--- config.mk ---
export PLATFORM = sky130hd
export DESIGN_NAME = wildcard_glob_matcher
export DESIGN_NICKNAME = d
export VERILOG_FILES = /design/src/design/wgm_pkg.sv /design/src/design/wgm_ctrl.sv /design/src/design/wgm_datapath.sv /design/src/design/wildcard_glob_matcher.sv
export SDC_FILE = /design/constraint.sdc
export NUM_CORES = 2
export LEC_CHECK = 0
export BUFFER_PORTS_ARGS = -buffer_cell sky130_fd_sc_hd__buf_2
export CAP_MARGIN = 40
export CORE_ASPECT_RATIO = 0.7
export CORE_UTILIZATION = 65
export DETAILED_ROUTE_END_ITERATION = 6
export GPL_TIMING_DRIVEN = 0
export PLACE_DENSITY = 0.81
export SLEW_MARGIN = 10
export SYNTH_ARGS = -nofsm -noshare
export SYNTH_HDL_FRONTEND = slang
export SYNTH_SLANG_ARGS = --single-unit
--- constraint.sdc ---
create_clock -name clk_i -period 12.4 [get_ports clk_i]
set_input_delay 1.24 -clock clk_i [delete_from_list [all_inputs] [get_ports clk_i]]
set_output_delay 1.24 -clock clk_i [all_outputs]
set_load 0.02 [all_outputs]
--- src/design/wgm_pkg.sv ---
// Shared types, constants and helpers for the glob matcher.
package wgm_pkg;

  localparam int unsigned MaxPattern = 64;

  localparam int unsigned CfgIdxW  = 1;
  localparam int unsigned CfgDataW = 1;

  localparam logic [CfgIdxW-1:0] CfgCaseSensitive = 1'b0;
  localparam logic [CfgIdxW-1:0] CfgExactMode     = 1'b1;

  localparam logic [7:0] StarChar   = 8'h2A;
  localparam logic [7:0] QuesChar   = 8'h3F;
  localparam logic [7:0] UpperA     = 8'h41;
  localparam logic [7:0] UpperZ     = 8'h5A;
  localparam logic [7:0] CaseOffset = 8'h20;

  typedef enum logic [1:0] {
    CmdClear  = 2'd0,
    CmdAppend = 2'd1,
    CmdText   = 2'd2,
    CmdEnd    = 2'd3
  } cmd_e;

  typedef enum logic {
    CtlEmpty = 1'b0,
    CtlFull  = 1'b1
  } ctl_state_e;

  typedef struct packed {
    cmd_e       command;
    logic [7:0] data_byte;
  } in_item_t;

  typedef struct packed {
    logic matched;
    logic pattern_overflow;
  } out_item_t;

  // Strobes from the controller to the datapath; at most one is high.
  typedef struct packed {
    logic clear;
    logic append;
    logic text;
    logic finish;
  } dp_cmd_t;

  function automatic logic [7:0] fold_byte(input logic [7:0] b, input logic case_sens);
    logic [7:0] r;
    r = b;
    if (!case_sens && (b inside {[UpperA:UpperZ]})) begin
      r = b + CaseOffset;
    end
    return r;
  endfunction

endpackage

--- src/design/wgm_ctrl.sv ---
// Handshake controller: output register occupancy and command strobes.
module wgm_ctrl (
  input  logic             clk_i,
  input  logic             rst_ni,
  input  logic             in_valid_i,
  input  wgm_pkg::cmd_e    in_cmd_i,
  output logic             in_stall_o,
  output logic             out_valid_o,
  input  logic             out_stall_i,
  output wgm_pkg::dp_cmd_t dp_cmd_o
);

  wgm_pkg::ctl_state_e state_q, state_d;
  logic accept;

  // Outputs
  always_comb begin
    out_valid_o = (state_q == wgm_pkg::CtlFull);
    // Hold only an end-of-text that would overwrite an untaken result.
    in_stall_o  = (state_q == wgm_pkg::CtlFull) && out_stall_i &&
                  (in_cmd_i == wgm_pkg::CmdEnd);
    accept      = in_valid_i && !in_stall_o;
    dp_cmd_o    = '0;
    if (accept) begin
      case (in_cmd_i)
        wgm_pkg::CmdClear:  dp_cmd_o.clear  = 1'b1;
        wgm_pkg::CmdAppend: dp_cmd_o.append = 1'b1;
        wgm_pkg::CmdText:   dp_cmd_o.text   = 1'b1;
        wgm_pkg::CmdEnd:    dp_cmd_o.finish = 1'b1;
        default:            dp_cmd_o        = '0;
      endcase
    end
  end

  // Next state
  always_comb begin
    state_d = state_q;
    case (state_q)
      wgm_pkg::CtlEmpty: begin
        if (dp_cmd_o.finish) state_d = wgm_pkg::CtlFull;
      end
      wgm_pkg::CtlFull: begin
        if (dp_cmd_o.finish) begin
          state_d = wgm_pkg::CtlFull;
        end else if (!out_stall_i) begin
          state_d = wgm_pkg::CtlEmpty;
        end
      end
      default: state_d = wgm_pkg::CtlEmpty;
    endcase
  end

  always_ff @(posedge clk_i or negedge rst_ni) begin
    if (!rst_ni) begin
      state_q <= wgm_pkg::CtlEmpty;
    end else begin
      state_q <= state_d;
    end
  end

endmodule

--- src/design/wgm_datapath.sv ---
// Pattern store, active position set with star closure, and result register.
module wgm_datapath #(
  parameter int unsigned MAX_PATTERN = wgm_pkg::MaxPattern
) (
  input  logic                           clk_i,
  input  logic                           rst_ni,
  input  wgm_pkg::dp_cmd_t               dp_cmd_i,
  input  logic [7:0]                     data_byte_i,
  input  logic                           cfg_we_i,
  input  logic [wgm_pkg::CfgIdxW-1:0]    cfg_idx_i,
  input  logic [wgm_pkg::CfgDataW-1:0]   cfg_data_i,
  output wgm_pkg::out_item_t             result_o
);

  localparam int unsigned NumPos = MAX_PATTERN + 1;
  localparam int unsigned LenW   = $clog2(NumPos);
  localparam int unsigned IdxW   = (MAX_PATTERN > 1) ? $clog2(MAX_PATTERN) : 1;
  localparam int unsigned Levels = $clog2(NumPos);

  logic [7:0]        store_q [MAX_PATTERN];
  logic [LenW-1:0]   len_q, len_d;
  logic              ovf_q, ovf_d;
  logic [NumPos-1:0] act_q, act_d;
  logic              case_sens_q, case_sens_d;
  logic              exact_q, exact_d;
  wgm_pkg::out_item_t result_q;

  logic [MAX_PATTERN-1:0] star;
  logic [MAX_PATTERN-1:0] lit_hit;
  logic [NumPos-1:0]      prop;
  logic [NumPos-1:0]      cur_set;
  logic [NumPos-1:0]      nxt_set;
  logic [7:0]             text_fold;
  logic                   room;

  // Prefix scan: a position turns active through any run of stars behind it.
  // prop[j] links position j-1 to j.
  function automatic logic [NumPos-1:0] close_set(input logic [NumPos-1:0] act,
                                                 input logic [NumPos-1:0] link);
    logic [NumPos-1:0] g;
    logic [NumPos-1:0] p;
    g = act;
    p = link;
    for (int lvl = 0; lvl < Levels; lvl++) begin
      g = g | (p & (g << (1 << lvl)));
      p = p & (p << (1 << lvl));
    end
    return g;
  endfunction

  assign text_fold = wgm_pkg::fold_byte(data_byte_i, case_sens_q);
  assign room      = (len_q < LenW'(MAX_PATTERN));

  for (genvar g = 0; g < MAX_PATTERN; g++) begin : g_lane
    logic [7:0] pat_byte;
    logic       in_pat;
    assign pat_byte   = store_q[g];
    assign in_pat     = (LenW'(g) < len_q);
    assign star[g]    = in_pat && !exact_q && (pat_byte == wgm_pkg::StarChar);
    assign lit_hit[g] = in_pat && !star[g] &&
                        ((!exact_q && (pat_byte == wgm_pkg::QuesChar)) ||
                         (wgm_pkg::fold_byte(pat_byte, case_sens_q) == text_fold));
  end

  assign prop    = {star, 1'b0};
  assign cur_set = close_set(act_q, prop);
  // A star keeps its position; a matching byte moves one position on.
  assign nxt_set = {1'b0, cur_set[MAX_PATTERN-1:0] & star} |
                   {cur_set[MAX_PATTERN-1:0] & lit_hit, 1'b0};

  always_comb begin
    len_d       = len_q;
    ovf_d       = ovf_q;
    act_d       = act_q;
    case_sens_d = case_sens_q;
    exact_d     = exact_q;
    if (dp_cmd_i.clear) begin
      len_d = '0;
      ovf_d = 1'b0;
      act_d = NumPos'(1);
    end else if (dp_cmd_i.append) begin
      if (room) begin
        len_d = len_q + LenW'(1);
      end else begin
        ovf_d = 1'b1;
      end
      act_d = NumPos'(1);
    end else if (dp_cmd_i.text) begin
      act_d = close_set(nxt_set, prop);
    end else if (dp_cmd_i.finish) begin
      act_d = NumPos'(1);
    end
    if (cfg_we_i) begin
      case (cfg_idx_i)
        wgm_pkg::CfgCaseSensitive: case_sens_d = cfg_data_i[0];
        wgm_pkg::CfgExactMode:     exact_d     = cfg_data_i[0];
        default: ;
      endcase
    end
  end

  always_ff @(posedge clk_i or negedge rst_ni) begin
    if (!rst_ni) begin
      len_q       <= '0;
      ovf_q       <= 1'b0;
      act_q       <= NumPos'(1);
      case_sens_q <= 1'b1;
      exact_q     <= 1'b0;
    end else begin
      len_q       <= len_d;
      ovf_q       <= ovf_d;
      act_q       <= act_d;
      case_sens_q <= case_sens_d;
      exact_q     <= exact_d;
    end
  end

  // Store and result carry no reset.
  always_ff @(posedge clk_i) begin
    if (dp_cmd_i.append && room) begin
      store_q[len_q[IdxW-1:0]] <= data_byte_i;
    end
    if (dp_cmd_i.finish) begin
      result_q.matched          <= cur_set[len_q] && !ovf_q;
      result_q.pattern_overflow <= ovf_q;
    end
  end

  assign result_o = result_q;

endmodule

--- src/design/wildcard_glob_matcher.sv ---
// Glob matcher top level: '*' and '?' wildcards over a streamed text.
// Throughput: one transaction per cycle while in_stall_o is low.
// The end-of-text result is registered and shows in the cycle after acceptance.
// A text byte does closure, step and closure over all positions in the cycle that accepts it.
// Input stalls only when an end of text meets a result still not taken.
// Reset: empty pattern, position 0 active, case_sensitive 1, exact_mode 0; store and result undefined.
module wildcard_glob_matcher #(
  parameter int unsigned MAX_PATTERN = wgm_pkg::MaxPattern
) (
  input  logic                          clk_i,
  input  logic                          rst_ni,
  input  logic                          in_valid_i,
  output logic                          in_stall_o,
  input  wgm_pkg::in_item_t             in_data_i,
  output logic                          out_valid_o,
  input  logic                          out_stall_i,
  output wgm_pkg::out_item_t            out_data_o,
  input  logic                          cfg_we_i,
  input  logic [wgm_pkg::CfgIdxW-1:0]   cfg_idx_i,
  input  logic [wgm_pkg::CfgDataW-1:0]  cfg_data_i
);

  wgm_pkg::dp_cmd_t dp_cmd;

  wgm_ctrl u_ctrl (
    .clk_i       (clk_i),
    .rst_ni      (rst_ni),
    .in_valid_i  (in_valid_i),
    .in_cmd_i    (in_data_i.command),
    .in_stall_o  (in_stall_o),
    .out_valid_o (out_valid_o),
    .out_stall_i (out_stall_i),
    .dp_cmd_o    (dp_cmd)
  );

  wgm_datapath #(
    .MAX_PATTERN (MAX_PATTERN)
  ) u_datapath (
    .clk_i       (clk_i),
    .rst_ni      (rst_ni),
    .dp_cmd_i    (dp_cmd),
    .data_byte_i (in_data_i.data_byte),
    .cfg_we_i    (cfg_we_i),
    .cfg_idx_i   (cfg_idx_i),
    .cfg_data_i  (cfg_data_i),
    .result_o    (out_data_o)
  );

  a_ovf_no_match: assert property (@(posedge clk_i) disable iff (!rst_ni)
    out_valid_o |-> !(out_data_o.matched && out_data_o.pattern_overflow))
    else $error("match reported on an overflowed pattern");

  a_stall_needs_result: assert property (@(posedge clk_i) disable iff (!rst_ni)
    in_stall_o |-> out_valid_o)
    else $error("input stalled with no pending result");

  a_end_gives_result: assert property (@(posedge clk_i) disable iff (!rst_ni)
    (in_valid_i && !in_stall_o && (in_data_i.command == wgm_pkg::CmdEnd)) |=> out_valid_o)
    else $error("end of text produced no result");

  a_result_from_end: assert property (@(posedge clk_i) disable iff (!rst_ni)
    $rose(out_valid_o) |->
      $past(in_valid_i && !in_stall_o && (in_data_i.command == wgm_pkg::CmdEnd)))
    else $error("result appeared without an end of text");

endmodule

==> impl_metrics.ini, run 1 <==
[status]
status = did not finish
stop_stage = global routing
stop_error = [ERROR GRT-0232] Routing congestion too high. Check the congestion heatmap in the GUI.

[synthesis]
synth.top_cell.area_share_pct = 36.13
synth_area_per_cell_sq_um = 9.475
ys_types = 136
synth-edff-count = 514
synth_most_common_cell = edfxtp_1
synth_flop_cell = edfxtp_1
synth.largest_area_cell = edfxtp_1
synthTopCellsByArea = edfxtp_1, xor2_1, xnor2_1
ys_seq_area_share_pct = 40.58
ys_warn_count = 0
netlist_instances = 4509
synth-seq-cells = 590
async_reset_ff_share_pct = 12.88
netlist_area_sq_mm = 0.04272
synth_nets = 4592
ys_top_cells_by_count = edfxtp_1, nor2_1, nand2_1

[floorplan]
initial_core_util_pct = 65.83
rows = 78
ioPinCount = 21
die_h_um = 216.5
die_w_um = 308.4

[clocking]
htreeDepth = 2
numCtsBuffers = 58
post_cts.repair.setup_buffers = 0
cts_resized = 0
clockBufferDepth = 3
cts_root_buf = clkbuf_16
hold_buffers = 0
numClockSinks = 590

[placed_design]
dp_hpwl_um = 152000
routabilityCongestion = 1.189
placed_cells = 5481
portBuffers = 19

[grt]
grt_max_degree = 55
grt_use_total_pct = 73.99
antenna_found_initial = 27
grt_overflow_total = 2
==> kinds of logic after synthesis <==
kind of cell	synth area share, %
xor gates and xnor gates	10.64
and+or+nand+nor	23.51
DFF	40.58
muxes	0.4305
AOI/OAI and AO/OA	19.92
adders and majority gates	1.933
buffers and inverters	2.978
==> layer usage <==
metal  global-route usage (%)  GRT overflow
met5                    40.63             0
met4                    53.81             2
met3                    62.78             0
met2                    83.96             0
met1                    83.65             0
==> through the flow <==
stage               setup WS, ns  util, %  instance area [sq um]
detailed placement         4.649    69.16                  44880
global placement           3.548    67.67                  43920
CTS                        5.282    72.09                  46790
floorplan                  7.549        -                  42720
==> run 2: changes to the inputs <==
--- a/config.mk
+++ b/config.mk
@@ -7,11 +7,10 @@
 export LEC_CHECK = 0
 export BUFFER_PORTS_ARGS = -buffer_cell sky130_fd_sc_hd__buf_2
 export CAP_MARGIN = 40
-export CORE_ASPECT_RATIO = 0.7
-export CORE_UTILIZATION = 65
+export CORE_UTILIZATION = 40
 export DETAILED_ROUTE_END_ITERATION = 6
 export GPL_TIMING_DRIVEN = 0
-export PLACE_DENSITY = 0.81
+export PLACE_DENSITY_LB_ADDON = 0.15
 export SLEW_MARGIN = 10
 export SYNTH_ARGS = -nofsm -noshare
 export SYNTH_HDL_FRONTEND = slang
==> impl_metrics.ini, run 2 <==
[clocking]
cts_resized = 0
numCtsBuffers = 73
clockBufferDepth = 3
clk_latency_ns = 0.67
numClockSinks = 590
hold_buffers = 0
cts_tree = done
cts_root_buf = clkbuf_16
clkTransAtPathRegs_ns = 0.06
htreeDepth = 3
post_cts.repair.setup_buffers = 0

[layout]
fillers = 10180
final_common_cell = edfxtp_1
layoutNonFillerInstCount = 6144
nets = 4771
drive_gt1_share_pct = 10.39
final_area_sq_mm = 0.04814
final_cell_mix = edfxtp_1, nor2_1, nand2_1, xor2_1, nor3_1
syn2layout_area_growth_pct = 12.69
largest_register_ffs = 512

[drt]
antenna_left = 0
drc = 6
totalWireLength_um = 202200
routed_via_density = 6.632
firstDrtPassIters = 7
drt_iter0_drc = 5016
vias = 40740
drt-wirelength-per-cell_um = 32.90

[sta]
setup_viol = 0
finalHoldViolCount = 0
drv_slew = 0
tightestPinTransition_ns = 1.098
post-route-period-util_pct = 61.57
relSlewSlack_pct = 26.13
fin_tns_setup_ns = 0
period_minus_slack_ns = 7.634
skew_ns = 0.02034
grt_setup_unrepaired = false
fmaxAchievable_mhz = 131.0

[synthesis]
synth-edff-count = 514
synth_nets = 4592
synth_flop_cell = edfxtp_1
synthTopCellsByArea = edfxtp_1, xor2_1, xnor2_1
async_reset_ff_share_pct = 12.88
netlist_instances = 4509
ys_warn_count = 0
ys_top_cells_by_count = edfxtp_1, nor2_1, nand2_1
synthMuxAreaShare_pct = 0.4305
ys_seq_area_share_pct = 40.58
synth.top_cell.area_share_pct = 36.13
netlist_area_sq_mm = 0.04272
synthAdderAreaFrac_pct = 1.933
synthSimpleGateAreaFrac_pct = 23.51
synth_most_common_cell = edfxtp_1
synth.largest_area_cell = edfxtp_1
synth-seq-cells = 590
synth_top_family_by_area = simple AND/OR/NAND/NOR gates
synth-compound-area-share_pct = 19.92
synth_area_per_cell_sq_um = 9.475
ys_types = 136
synth-xor-area-share_pct = 10.64

[grt]
grt_overflow_total = 0
grt_pass1_vias = 37620
grt_max_degree = 41
grt_pass1_wl_um = 282200
grt_use_total_pct = 36.80
antenna_found_initial = 14

[placed_design]
place_area_sq_mm = 0.04571
routabilityCongestion = 1.046
dp_hpwl_um = 156600
placed_cells = 6001
portBuffers = 19

[power_and_ir_drop]
p_per_area_mw_per_mm2 = 101.8
ir_worst_vdd_mv = 0.1034
power_leakage_nw = 15.94

[floorplan]
rows = 119
die_h_um = 328.8
die_w_um = 328.8
core_sq_mm = 0.1056
initial_core_util_pct = 40.47
die_area_sq_mm = 0.1081
ioPinCount = 21

[setup_path]
rrSetupSlack_ns = 5.19
critical_path_class = in -> reg
worst_r2r_path_depth = 17
reg2reg_from = u_datapath.exact_q
r2r-end = u_datapath.act_q[63]
crit_required_ns = 12.95
endpoint_kind = flip-flop
cp-start-kind = input port
setup.worst_path.end = u_datapath.act_q[63]
crit_fanout = 36
crit_start = in_data_i[6]
cp.arrival_ns = 8.18

[min_path]
min_from = u_datapath.act_q[1]
worstHoldPathType = reg -> reg

[job]
cap_violations = 0

[status]
failed_checks = design-rule violations
status = finished with violations
==> run 2: cell counts after synthesis <==
Identical to the previous run, type by type.
==> run 2: critical path: stages <==
cell and delay, ns:
buf_4 0.43, buf_16 0.30, ha_1 0.29, nor3_1 0.13
a31o_2 0.22, buf_2 0.37, buf_2 0.55, buf_2 0.62
xnor2_1 0.19, nor4_1 0.08, o21ai_0 0.66, a21oi_1 0.18
a211o_1 0.36, a222oi_1 0.42, o2111ai_1 0.44, a21oi_1 0.67
o31ai_1 0.28, and4_1 0.37, o21bai_1 0.18, nand3_1 0.09
==> run 2: logic make-up after synthesis <==
| family | count (synthesis) |
|---|---|
| XOR/XNOR | 519 |
| AND/OR/NAND/NOR | 1854 |
| AO/OA/AOI/OAI | 1192 |
| adder cells (fa/ha/maj) | 66 |
| flip-flops | 590 |
| buffers and inverters | 276 |
| multiplexers | 12 |
==> run 2: layer usage <==
layer	up-vias	share of wire (%)	track usage, %
li1	17770	-	-
met1	20390	43	50.88
met2	2162	43	55.54
met3	427	9.4	7.490
met4	4	4.7	15.84
met5	-	0.011	0
==> run 2: metrics by stage <==
stage,util [%],hold WS (ns),total power [W],setup slack [ns]
final,45.61,0.5004,0.004902,4.766
after global routing,45.59,0.5570,0.004996,4.543
after global placement,42.21,0.4855,0.002713,2.861
after CTS,45.57,0.5077,0.004911,4.859
after floorplan,-,0.4667,0.002467,7.549
after detailed placement,43.30,0.4949,0.002741,4.164
==> run 2: how the worst min path moves through the flow <==
stage	depth (start not counted)	endpoint
after global placement	2	u_datapath.act_q[1]
after global routing	2	u_datapath.act_q[63]
after floorplan	2	u_datapath.act_q[1]
after CTS	2	u_datapath.act_q[1]
final	2	u_datapath.act_q[1]
after detailed placement	2	u_datapath.act_q[1]
==> run 2: layout make-up <==
cell class	instances	area [sq um]	area share, %
antenna	8	20.02	0.04158
buffer	158	840.8	1.746
clock buffer	91	1967	4.085
clock inverter	41	426.7	0.8862
inverter	118	442.9	0.9200
multi-input combinational	3643	24190	50.25
sequential	590	17340	36.02
tap	1391	1740	3.615
timing repair buffer	104	1176	2.443
==> run 2: where the power goes <==
| part | internal, W | switching [W] |
|---|---|---|
| Combinational | 0.000148 | 0.000389 |
| Sequential | 0.00217 | 0.00000957 |
| Clock | 0.00129 | 0.000896 |
Power figures use the tool's default switching activity.
